### src/design/lctt_pkg.sv
// ----------------------------------------------------------------------------
// lctt_pkg: shared types and constants of the trace taper
// Register indexes, status codes, weight format and the command/status
// structs that join the controller and the datapath.
// ----------------------------------------------------------------------------
package lctt_pkg;

    // configuration register file
    localparam int REG_W     = 21;
    localparam int CFG_IDX_W = 3;

    localparam logic [CFG_IDX_W-1:0] CFG_HEAD_ZERO_END   = 3'd0;
    localparam logic [CFG_IDX_W-1:0] CFG_HEAD_FULL_START = 3'd1;
    localparam logic [CFG_IDX_W-1:0] CFG_TAIL_FULL_END   = 3'd2;
    localparam logic [CFG_IDX_W-1:0] CFG_TAIL_ZERO_START = 3'd3;
    localparam logic [CFG_IDX_W-1:0] CFG_TRACE_LENGTH    = 3'd4;
    localparam logic [CFG_IDX_W-1:0] CFG_SIDE_ENABLE     = 3'd5;
    localparam logic [CFG_IDX_W-1:0] CFG_COSINE_SHAPE    = 3'd6;

    // taper status codes
    localparam int STATUS_W = 2;
    localparam logic [STATUS_W-1:0] STATUS_OK        = 2'd0;
    localparam logic [STATUS_W-1:0] STATUS_HEAD_BAD  = 2'd1;
    localparam logic [STATUS_W-1:0] STATUS_TAIL_BAD  = 2'd2;

    // weights are unsigned Q1.16
    localparam int FRAC_W = 16;
    localparam int Q_W    = FRAC_W + 1;
    localparam logic [Q_W-1:0] W_ONE  = 17'h10000;
    localparam logic [Q_W-1:0] W_ZERO = 17'h00000;
    localparam int ROUND_HALF = 32768;

    // ramp dividend: below divisor * 2^Q_W, divisor below 2^REG_W
    localparam int DVD_W = REG_W + Q_W;

    // cosine table generation, Q30
    localparam longint COS_ONE_Q30 = 64'd1073741824;
    localparam longint COS_PI_Q30  = 64'd3373259426;

    // controller to datapath
    typedef struct packed {
        logic load_in;
        logic classify;
        logic start_head;
        logic start_tail;
        logic latch_head;
        logic latch_tail;
        logic combine;
        logic mult;
        logic out_load;
    } t_cmd;

    // datapath to controller
    typedef struct packed {
        logic h_div;
        logic t_div;
        logic div_busy;
        logic div_done;
        logic out_free;
    } t_sts;

endpackage

### src/design/lctt_ctrl.sv
// ----------------------------------------------------------------------------
// lctt_ctrl: sequencer of the trace taper
// Steps one sample through classification, up to two ramp divisions,
// weight combination, the component products and the output register.
// ----------------------------------------------------------------------------
module lctt_ctrl (
    input  logic            i_clk,
    input  logic            i_rst_n,
    input  logic            i_in_valid,
    output logic            o_in_ready,
    input  lctt_pkg::t_sts  i_sts,
    output lctt_pkg::t_cmd  o_cmd
);
    import lctt_pkg::*;

    localparam logic [3:0] S_IDLE  = 4'd0;
    localparam logic [3:0] S_CLASS = 4'd1;
    localparam logic [3:0] S_SEL   = 4'd2;
    localparam logic [3:0] S_HDIV  = 4'd3;
    localparam logic [3:0] S_HLAT  = 4'd4;
    localparam logic [3:0] S_TDIV  = 4'd5;
    localparam logic [3:0] S_TLAT  = 4'd6;
    localparam logic [3:0] S_COMB  = 4'd7;
    localparam logic [3:0] S_MULT  = 4'd8;
    localparam logic [3:0] S_DONE  = 4'd9;

    logic [3:0] r_state;
    logic [3:0] n_state;

    // next state and commands
    always_comb begin
        n_state = r_state;
        o_cmd   = '0;
        case (r_state)
            S_IDLE: begin
                if (i_in_valid) begin
                    o_cmd.load_in = 1'b1;
                    n_state       = S_CLASS;
                end
            end
            S_CLASS: begin
                o_cmd.classify = 1'b1;
                n_state        = S_SEL;
            end
            S_SEL: begin
                if (i_sts.h_div) begin
                    o_cmd.start_head = 1'b1;
                    n_state          = S_HDIV;
                end else if (i_sts.t_div) begin
                    o_cmd.start_tail = 1'b1;
                    n_state          = S_TDIV;
                end else begin
                    n_state = S_COMB;
                end
            end
            S_HDIV: begin
                if (i_sts.div_done) begin
                    n_state = S_HLAT;
                end
            end
            S_HLAT: begin
                o_cmd.latch_head = 1'b1;
                if (i_sts.t_div) begin
                    o_cmd.start_tail = 1'b1;
                    n_state          = S_TDIV;
                end else begin
                    n_state = S_COMB;
                end
            end
            S_TDIV: begin
                if (i_sts.div_done) begin
                    n_state = S_TLAT;
                end
            end
            S_TLAT: begin
                o_cmd.latch_tail = 1'b1;
                n_state          = S_COMB;
            end
            S_COMB: begin
                o_cmd.combine = 1'b1;
                n_state       = S_MULT;
            end
            S_MULT: begin
                o_cmd.mult = 1'b1;
                n_state    = S_DONE;
            end
            S_DONE: begin
                if (i_sts.out_free) begin
                    o_cmd.out_load = 1'b1;
                    n_state        = S_IDLE;
                end
            end
            default: begin
                n_state = S_IDLE;
            end
        endcase
    end

    // state register
    always_ff @(posedge i_clk) begin
        if (!i_rst_n) begin
            r_state <= S_IDLE;
        end else begin
            r_state <= n_state;
        end
    end

    assign o_in_ready = (r_state == S_IDLE);

endmodule

### config.mk
export PLATFORM = sky130hd
export DESIGN_NAME = lctt_ctrl
export DESIGN_NICKNAME = d
export VERILOG_FILES = /design/src/design/lctt_pkg.sv /design/src/design/lctt_ctrl.sv
export SDC_FILE = /design/constraint.sdc
export NUM_CORES = 1
export LEC_CHECK = 0
export ABC_AREA = 1
export ABC_CLOCK_PERIOD_IN_PS = 2600
export BUFFER_PORTS_ARGS = -buffer_cell sky130_fd_sc_hd__clkbuf_2
export CORE_AREA = 5 5 42 44
export DETAILED_ROUTE_END_ITERATION = 6
export DIE_AREA = 0 0 47 49
export HOLD_SLACK_MARGIN = 0.1
export SLEW_MARGIN = 40
export SYNTH_ARGS = -nofsm -noshare
export SYNTH_HDL_FRONTEND = slang
export SYNTH_SLANG_ARGS = --single-unit
### constraint.sdc
create_clock -name i_clk -period 2.6 [get_ports i_clk]
set_clock_uncertainty 0.1 [all_clocks]
set_input_delay 0.78 -clock i_clk [delete_from_list [all_inputs] [get_ports i_clk]]
set_output_delay 0.78 -clock i_clk [all_outputs]
set_load 0.1 [all_outputs]
==> results of run 1 <==
-- worst register-to-register path, cell delays in order, from the launching register on --
cell and delay (ps):
dfxtp_1 550, inv_2 80, nor2_4 130, nand2_1 100, nand2_1 80, inv_1 70
nand2_1 70, nand2_1 50, a21oi_1 120
-- worst paths after layout --
kind / depth (start not counted) / endpoint / slack [ps] / startpoint
min: 3 / r_state[0]$_SDFFE_PN0P_ / 510 / r_state[0]$_SDFFE_PN0P_
max reg2reg: 8 / r_state[2]$_SDFFE_PN0P_ / 1180 / r_state[2]$_SDFFE_PN0P_
min reg2reg: 3 / r_state[0]$_SDFFE_PN0P_ / 510 / r_state[0]$_SDFFE_PN0P_
max: 4 / o_cmd[7] / 160 / r_state[2]$_SDFFE_PN0P_
-- layout by cell type (no fill, tap or decap), drive strengths merged --
cell type,netlist,layout
nor3,2,2
dfxtp,4,4
clkbuf,0,12
nor2,16,16
nor4,1,1
inv,19,19
o21ai,1,1
buf,0,7
nand2,21,21
a21oi,4,4
nand3,7,7
-- layout make-up --
cell class	count	area [um2]
multi-input cells	52	289
fillers	159	771
flip-flops and latches	4	80.1
inverters	19	71.3
well taps	16	20.0
clock buffers	3	22.5
repair buffers	16	148
-- stage by stage --
stage	power, mW	hold slack, ps
floorplan	0.420	455
global placement	0.504	501
detailed placement	0.506	513
CTS	0.588	526
global route	0.626	567
finish	0.578	513
-- logic make-up after synthesis --
logic type	after synthesis	share of synthesized area, %
compound gates	5	6.35
flops	4	20.3
simple gates	47	55.2
buf+inv	19	18.1
-- power groups by stage --
| stage | Combinational (mW) | Sequential [mW] | Clock [mW] |
|---|---|---|---|
| final | 0.405 | 0.0968 | 0.0770 |
| after global routing | 0.436 | 0.0990 | 0.0914 |
| after CTS | 0.409 | 0.0972 | 0.0814 |
| after detailed placement | 0.408 | 0.0980 | 0 |
| after global placement | 0.407 | 0.0973 | 0 |
| after floorplan | 0.327 | 0.0929 | 0 |
-- layer usage --
metal	global-route usage (%)	wire length, um	up-vias	share of wire (%)
met2	15.6	508	14	49
met1	13.8	454	207	44
met3	4.43	75	0	7.2
li1	-	-	262	-
met4	2.76	0	0	0
met5	0	0	-	0
==> metrics.csv, run 1 <==
metric,value,unit
report.final.hold_viol_count,0,
cts_tree,yes,
postPlaceCellArea,608,um2
crit_family,buffers and inverters,
start_kind,flop,
ys_types,12,
critPathKind,reg -> out,
synth_area,394,um2
cts_resized,0,
die_area,2300,um2
drtIter0Drc,5,
htreeDepth,1,
p_int,227,uW
syn_nets,83,
fin_area,631,um2
critical_path.max_stage_delay,450,ps
diodes,0,
die_x,47,um
synth_most_common_cell,nand2_1,
yosys_warnings,0,
clk_path_buf_depth,2,
grt_pass1_vias,473,
finalCritPeriodShare,93.7,%
cts_buffers,3,
p_sw_share,60.8,%
initial_core_util,28.1,%
rsz0062_at_grt,no,
rows,14,
grt_pass1_wl,1840,um
layoutNonFillerInstCount,110,
grt_max_degree,8,
vias,483,
cap_violations,0,
crit_chain,nor2_4 > inv_1 > nor2_2 > clkbuf_2,
synth_ff_type,dfxtp_1,
grt_usage,10.5,%
p_switching,352,uW
yosysTopAreaCell,dfxtp_1,
cts_sinks,4,
pre_cts_ws,300,ps
layout_min_cycle_time,2440,ps
hpwl,875,um
status,"complete, no violations",
syn-instance-count,75,
synth_top_area_share,20.3,%
hold_buffers,0,
regMostFlops,r_state,
fin_ws,164,ps
layout.nets,104,
holdCritPathClass,reg -> reg,
syn_area_per_cell,5.26,um2
pwr-share-clk,13.3,%
worstPathArrival,1560,ps
p_leak,0.352,nW
final_layout_size_suffix_gt1_share,36.2,%
fp.dieH,49,um
firstDrtPassIters,2,
synth_seq_cells,4,
cts_root_buf,clkbuf_4,
synth_common_cells,"21 x nand2_1, 16 x inv_1, 11 x nor2_1, 7 x nand3_1",
worst_slew_pin_slew,540,ps
critical_path_buf_inv_count,2,
cpMaxStageDelayCell,clkbuf_2,
grt_remaining_overflow,0,
slew_headroom,64.2,%
finalSetupViolCount,0,
ys_seq_area_share,20.3,%
cts_setup_buffers,0,
p_comb_share,70.0,%
peakVddDrop,0.000374,V
insertion_delay,240,ps
core-area,1400,um2
wire_per_inst,9.44,um
slew_viol_final,0,
clk_pin_slew,40,ps
synthTopCellsByArea,"dfxtp_1 20%, nand2_1 20%, inv_1 15%",
num_io_pins,18,
via_per_inst,4.39,
area_growth_syn_to_layout,60.0,%
place.gp.congestion,0.787,
powerDensity,917,nW/um2
largest_reg_flops,4,
fmax,411,MHz
setup_tns,0,ps
drc_errors,0,
endpoint_kind,primary output,
final_util,45.0,%
synth-edff-count,0,
io_buffer_count,16,
crit_required,1720,ps
path_max_fanout,7,
ant_nets,0,
dpl.cell_count,107,
top_regs,r_state x4,
async_flop_share,0,%
totalWireLength,1040,um
antenna_found_initial,0,
seqPwrFrac,16.7,%
No activity file was read; power rests on OpenSTA's default activity.
==> inputs of run 2 (changes only) <==
--- a/config.mk
+++ b/config.mk
@@ -5,7 +5,6 @@
 export SDC_FILE = /design/constraint.sdc
 export NUM_CORES = 1
 export LEC_CHECK = 0
-export ABC_AREA = 1
 export ABC_CLOCK_PERIOD_IN_PS = 2600
 export BUFFER_PORTS_ARGS = -buffer_cell sky130_fd_sc_hd__clkbuf_2
 export CORE_AREA = 5 5 42 44
==> metrics.csv, run 2 <==
metric,value,unit,change
synth_common_cells,"6 x nor3_1, 4 x dfxtp_1, 4 x inv_1, 4 x nand2_1, 3 x nor2_1",,"was 21 x nand2_1, 16 x inv_1, 11 x nor2_1, 7 x nand3_1"
final_layout_size_suffix_gt1_share,58.0,%,was 36.2%
synth-edff-count,0,,unchanged
antenna_found_initial,0,,unchanged
r2r_slack,900,ps,was 1180 ps
syn-instance-count,51,,was 75
synth_top_family_by_area,simple AND/OR/NAND/NOR gates,,unchanged
core-area,1400,um2,unchanged
layout_common_cells,"9 x buf_12, 6 x clkbuf_2, 4 x nand2_1, 4 x inv_1, 4 x buf_4",,"was 21 x nand2_1, 16 x inv_1, 9 x clkbuf_2"
report.final.hold_viol_count,0,,unchanged
place.gp.congestion,0.775,,was 0.787
rr_worst_depth,4,,was 8
clk_pin_slew,40,ps,about the same
r2r_end,r_state[3]$_SDFFE_PN0P_,,was r_state[2]$_SDFFE_PN0P_
layout.nets,79,,was 104
grt_remaining_overflow,0,,unchanged
pre_cts_ws,96.8,ps,was 300 ps
slew_viol_final,0,,unchanged
via_per_inst,5.16,,was 4.39
totalWireLength,1080,um,was 1040 um
ys_types,29,,was 12
startpoint,i_sts[4],,was r_state[2]$_SDFFE_PN0P_
yosys_warnings,0,,unchanged
timing.rr.start,r_state[3]$_SDFFE_PN0P_,,was r_state[2]$_SDFFE_PN0P_
synth-compound-area-share,23.4,%,was 6.35%
cts_tree,yes,,unchanged
setup_tns,0,ps,unchanged
vias,439,,was 483
rows,14,,unchanged
cts_setup_buffers,0,,unchanged
layoutNonFillerInstCount,85,,was 110
fin_ws,104,ps,was 164 ps
path_max_fanout,4,,was 7
fmax,401,MHz,was 411 MHz
grt_use_met3,2.95,%,was 4.43%
rsz0062_at_grt,no,,unchanged
cts_sinks,4,,unchanged
final_util,53.5,%,was 45.0%
final_common_cell,buf_12,,was nand2_1
htreeDepth,1,,unchanged
synthXorXnorAreaFrac,2.02,%,was 0%
critPathKind,in -> out,,was reg -> out
holdCritPathClass,reg -> reg,,unchanged
layout_min_cycle_time,2500,ps,was 2440 ps
cts_buffers,3,,unchanged
top_regs,r_state x4,,unchanged
diodes,0,,unchanged
clk_path_buf_depth,2,,unchanged
yosysTopAreaCell,dfxtp_1,,unchanged
firstDrtPassIters,2,,unchanged
initial_core_util,30.9,%,was 28.1%
synth_adder_area_share,0,%,unchanged
cap_violations,0,,unchanged
regMostFlops,r_state,,unchanged
grt_pass1_vias,465,,was 473
gr-max-usage-layer,met2,,unchanged
finalSetupViolCount,0,,unchanged
syn_nets,59,,was 83
num_io_pins,18,,unchanged
slew_headroom,59.2,%,was 64.2%
largest_reg_flops,4,,unchanged
filler_cell_count,133,,was 159
status,"complete, no violations",,unchanged
die_area,2300,um2,unchanged
cts_root_buf,clkbuf_4,,unchanged
grt_max_degree,10,,was 8
grt_usage,11.7,%,was 10.5%
io_buffer_count,16,,unchanged
async_flop_share,0,%,unchanged
ys_seq_area_share,18.5,%,was 20.3%
synth_seq_cells,4,,unchanged
met1_usage,14.3,%,was 13.8%
critPathCapture,o_cmd[5],,was o_cmd[7]
endpoint_kind,primary output,,unchanged
insertion_delay,230,ps,was 240 ps
ant_nets,0,,unchanged
worst_slew_pin_slew,611,ps,was 540 ps
synthSimpleGateAreaFrac,36.4,%,was 55.2%
synth_ff_type,dfxtp_1,,unchanged
synthTopCellsByArea,"dfxtp_1 18%, nor3_1 6.9%, o41ai_4 6.4%",,"was dfxtp_1 20%, nand2_1 20%, inv_1 15%"
drc_errors,0,,unchanged
crit_required,1720,ps,about the same
drtIter0Drc,2,,was 5
die_x,47,um,unchanged
start_kind,primary input,,was flop
finalCritPeriodShare,96.0,%,was 93.7%
syn_area_per_cell,8.49,um2,was 5.26 um2
hpwl,865,um,was 875 um
synth_mux_area_share,4.62,%,was 0%
grt_pass1_wl,1970,um,was 1840 um
synth_top_area_share,18.5,%,was 20.3%
area_growth_syn_to_layout,73.1,%,was 60.0%
wire_per_inst,12.7,um,was 9.44 um
dpl.cell_count,82,,was 107
synth_area,433,um2,was 394 um2
worstPathArrival,1620,ps,was 1560 ps
fp.dieH,49,um,unchanged
synth_most_common_cell,nor3_1,,was nand2_1
use_met2,17.6,%,was 15.6%
## run 2: cell types whose count changed in the layout (fill, tap and decap cells not counted), moves of 3 or more
cell / delta
nor2_1: -5
clkbuf_2: -3
inv_1: -12
nor2_2: -4
buf_12: +5
nand3_1: -6
a21oi_1: -3
nand2_1: -17
nor2_4: -4
## run 2: worst min-delay path by stage
| stage | from | to | slack [ps] | cells past startpoint |
|---|---|---|---|---|
| 2_1_floorplan | r_state[1]$_SDFFE_PN0P_ | r_state[1]$_SDFFE_PN0P_ | 480 | 3 |
| 3_3_place_gp | r_state[1]$_SDFFE_PN0P_ | r_state[1]$_SDFFE_PN0P_ | 480 | 2 |
| 3_5_place_dp | r_state[1]$_SDFFE_PN0P_ | r_state[1]$_SDFFE_PN0P_ | 480 | 2 |
| 4_1_cts | r_state[1]$_SDFFE_PN0P_ | r_state[1]$_SDFFE_PN0P_ | 490 | 2 |
| 5_1_grt | r_state[1]$_SDFFE_PN0P_ | r_state[1]$_SDFFE_PN0P_ | 450 | 2 |
| 6_report | r_state[1]$_SDFFE_PN0P_ | r_state[1]$_SDFFE_PN0P_ | 430 | 2 |
## run 2: cells by family after synthesis
family	Yosys count
simple gates	24
flops	4
xor+xnor	1
compound gates	10
buf+inv	10
mux	2
## run 2: critical path, cell delays in order
cell      delay [ps]
clkbuf_2         110
nor3_1           140
a21oi_1           90
nor4b_4          290
buf_12           210
## run 2: layer usage
metal / vias up / wire [um]
met5: - / 0
met4: 0 / 12
met3: 2 / 65
met2: 16 / 516
met1: 197 / 486
li1: 224 / -
## run 2: through the flow
stage	hold WS (ps)	cell area (um2)
2_1_floorplan	479	510
3_3_place_gp	478	726
3_5_place_dp	485	726
4_1_cts	489	748
5_1_grt	450	749
6_report	429	749
## run 2: area by class of cell
| type | instances | area, um2 | share of cell area (%) |
|---|---|---|---|
| sequential | 4 | 81.3 | 10.9 |
| multi-input combinational | 37 | 358 | 47.7 |
| tap | 16 | 20.0 | 2.67 |
| timing repair buffer | 19 | 240 | 32.1 |
| inverter | 6 | 27.5 | 3.67 |
| clock buffer | 3 | 22.5 | 3.01 |
## run 2: what timing repair did
| action | in CTS | in global routing |
|---|---|---|
| setup endpoints to repair | 0 | 1 |
| hold buffers | 0 | 0 |
| resized for setup | 0 | 1 |
Power of run 2 is left out: the tool's default activity adds up to more than one toggle a clock period on the data nets, which glitch-free logic cannot reach.
==> inputs of run 3 (changes only) <==
==> constraint.sdc (replaced) <==
create_clock -name i_clk -period 2.6 [get_ports i_clk]
set_clock_uncertainty 0.1 [all_clocks]
set_input_delay 0.52 -clock i_clk [delete_from_list [all_inputs] [get_ports i_clk]]
set_output_delay 0.52 -clock i_clk [all_outputs]
set_load 0.1 [all_outputs]
==> metrics.csv, run 3 (same netlist as run 2, synthesis figures left out) <==
metric,value,unit,change
layout.nets,76,,was 79
crit_required,1980,ps,was 1720 ps
report.final.hold_viol_count,0,,unchanged
ant_nets,0,,unchanged
top_regs,r_state x4,,unchanged
final_common_cell,clkbuf_2,,was buf_12
area_growth_syn_to_layout,23.7,%,was 73.1%
finalCritPeriodShare,91.6,%,was 96.0%
insertion_delay,230,ps,about the same
finalSetupViolCount,0,,unchanged
firstDrtPassIters,4,,was 2
io_buffer_count,16,,unchanged
fmax,420,MHz,was 401 MHz
layout_common_cells,"15 x clkbuf_2, 6 x nor3_1, 4 x nand2_1, 4 x inv_1, 4 x dfxtp_1",,"was 9 x buf_12, 6 x clkbuf_2, 4 x nand2_1, 4 x inv_1, 4 x buf_4"
die_x,47,um,unchanged
grt_remaining_overflow,0,,unchanged
status,"complete, no violations",,unchanged
initial_core_util,30.9,%,unchanged
cts_sinks,4,,unchanged
slew_headroom,64.0,%,was 59.2%
cts_tree,yes,,unchanged
hpwl,759,um,was 865 um
grt_pass1_vias,394,,was 465
place.gp.congestion,0.784,,was 0.775
grt_usage,9.50,%,was 11.7%
start_kind,flop,,was primary input
cts_root_buf,clkbuf_4,,unchanged
regMostFlops,r_state,,unchanged
worst_slew_pin_slew,539,ps,was 611 ps
endpoint_kind,primary output,,unchanged
antenna_found_initial,0,,unchanged
vias,434,,was 439
fp.dieH,49,um,unchanged
diodes,0,,unchanged
dpl.cell_count,79,,was 82
totalWireLength,946,um,was 1080 um
layout_min_cycle_time,2380,ps,was 2500 ps
drc_errors,0,,unchanged
holdCritPathClass,in -> reg,,was reg -> reg
clk_path_buf_depth,2,,unchanged
hold_buffers,0,,unchanged
htreeDepth,1,,unchanged
final_layout_size_suffix_gt1_share,47.0,%,was 58.0%
grt_max_degree,14,,was 10
cap_violations,0,,unchanged
slew_viol_final,0,,unchanged
die_area,2300,um2,unchanged
layoutNonFillerInstCount,82,,was 85
clk_pin_slew,30,ps,was 40 ps
cts_resized,0,,unchanged
drtIter0Drc,4,,was 2
core-area,1400,um2,unchanged
cts_setup_buffers,0,,unchanged
critPathKind,reg -> out,,was in -> out
setup_tns,0,ps,unchanged
rows,14,,unchanged
num_io_pins,18,,unchanged
wire_per_inst,11.5,um,was 12.7 um
via_per_inst,5.29,,was 5.16
rsz0062_at_grt,no,,unchanged
cts_buffers,3,,unchanged
grt_pass1_wl,1630,um,was 1970 um
path_max_fanout,9,,was 4
largest_reg_flops,4,,unchanged
worstPathArrival,1760,ps,was 1620 ps
-- run 3: cell type report --
class	count	area, um2
well taps	16	20.0
repair buffers	16	82.6
inverters	6	27.5
fillers	163	866
multi-input cells	37	303
clock buffers	3	22.5
flip-flops and latches	4	80.1
-- run 3: final timing paths --
path | start | endpoint | slack, ps | depth (start not counted)
max | r_state[3]$_SDFFE_PN0P_ | o_cmd[1] | 220 | 3
min | i_in_valid | r_state[3]$_SDFFE_PN0P_ | 450 | 3
max reg2reg | r_state[0]$_SDFFE_PN0P_ | r_state[1]$_SDFFE_PN0P_ | 930 | 3
min reg2reg | r_state[1]$_SDFFE_PN0P_ | r_state[1]$_SDFFE_PN0P_ | 540 | 2
-- run 3: worst max-delay path, cell delays in order (launching register included) --
cell and delay, ps:
dfxtp_1 650, inv_6 70, nor4_2 310, clkbuf_2 510
-- run 3: per-stage QoR --
step                util (%)  hold slack [ps]  worst slack, ps  instance area (um2)
finish                  38.2              447              217                  536
global route            38.2              460              112                  536
CTS                     38.2              438              193                  536
detailed placement      36.6              543              452                  513
global placement        36.6              530              443                  513
floorplan                  -              449             -680                  448
-- run 3: per-layer routing --
metal  GRT usage (%)  vias to the layer above  wire (um)
met3            1.48                        2         61
met4            6.91                        0          2
met1            12.9                      198        440
met2            12.9                       15        441
met5               0                        -          0
li1                -                      219          -
Power of run 3 is left out for the same reason.
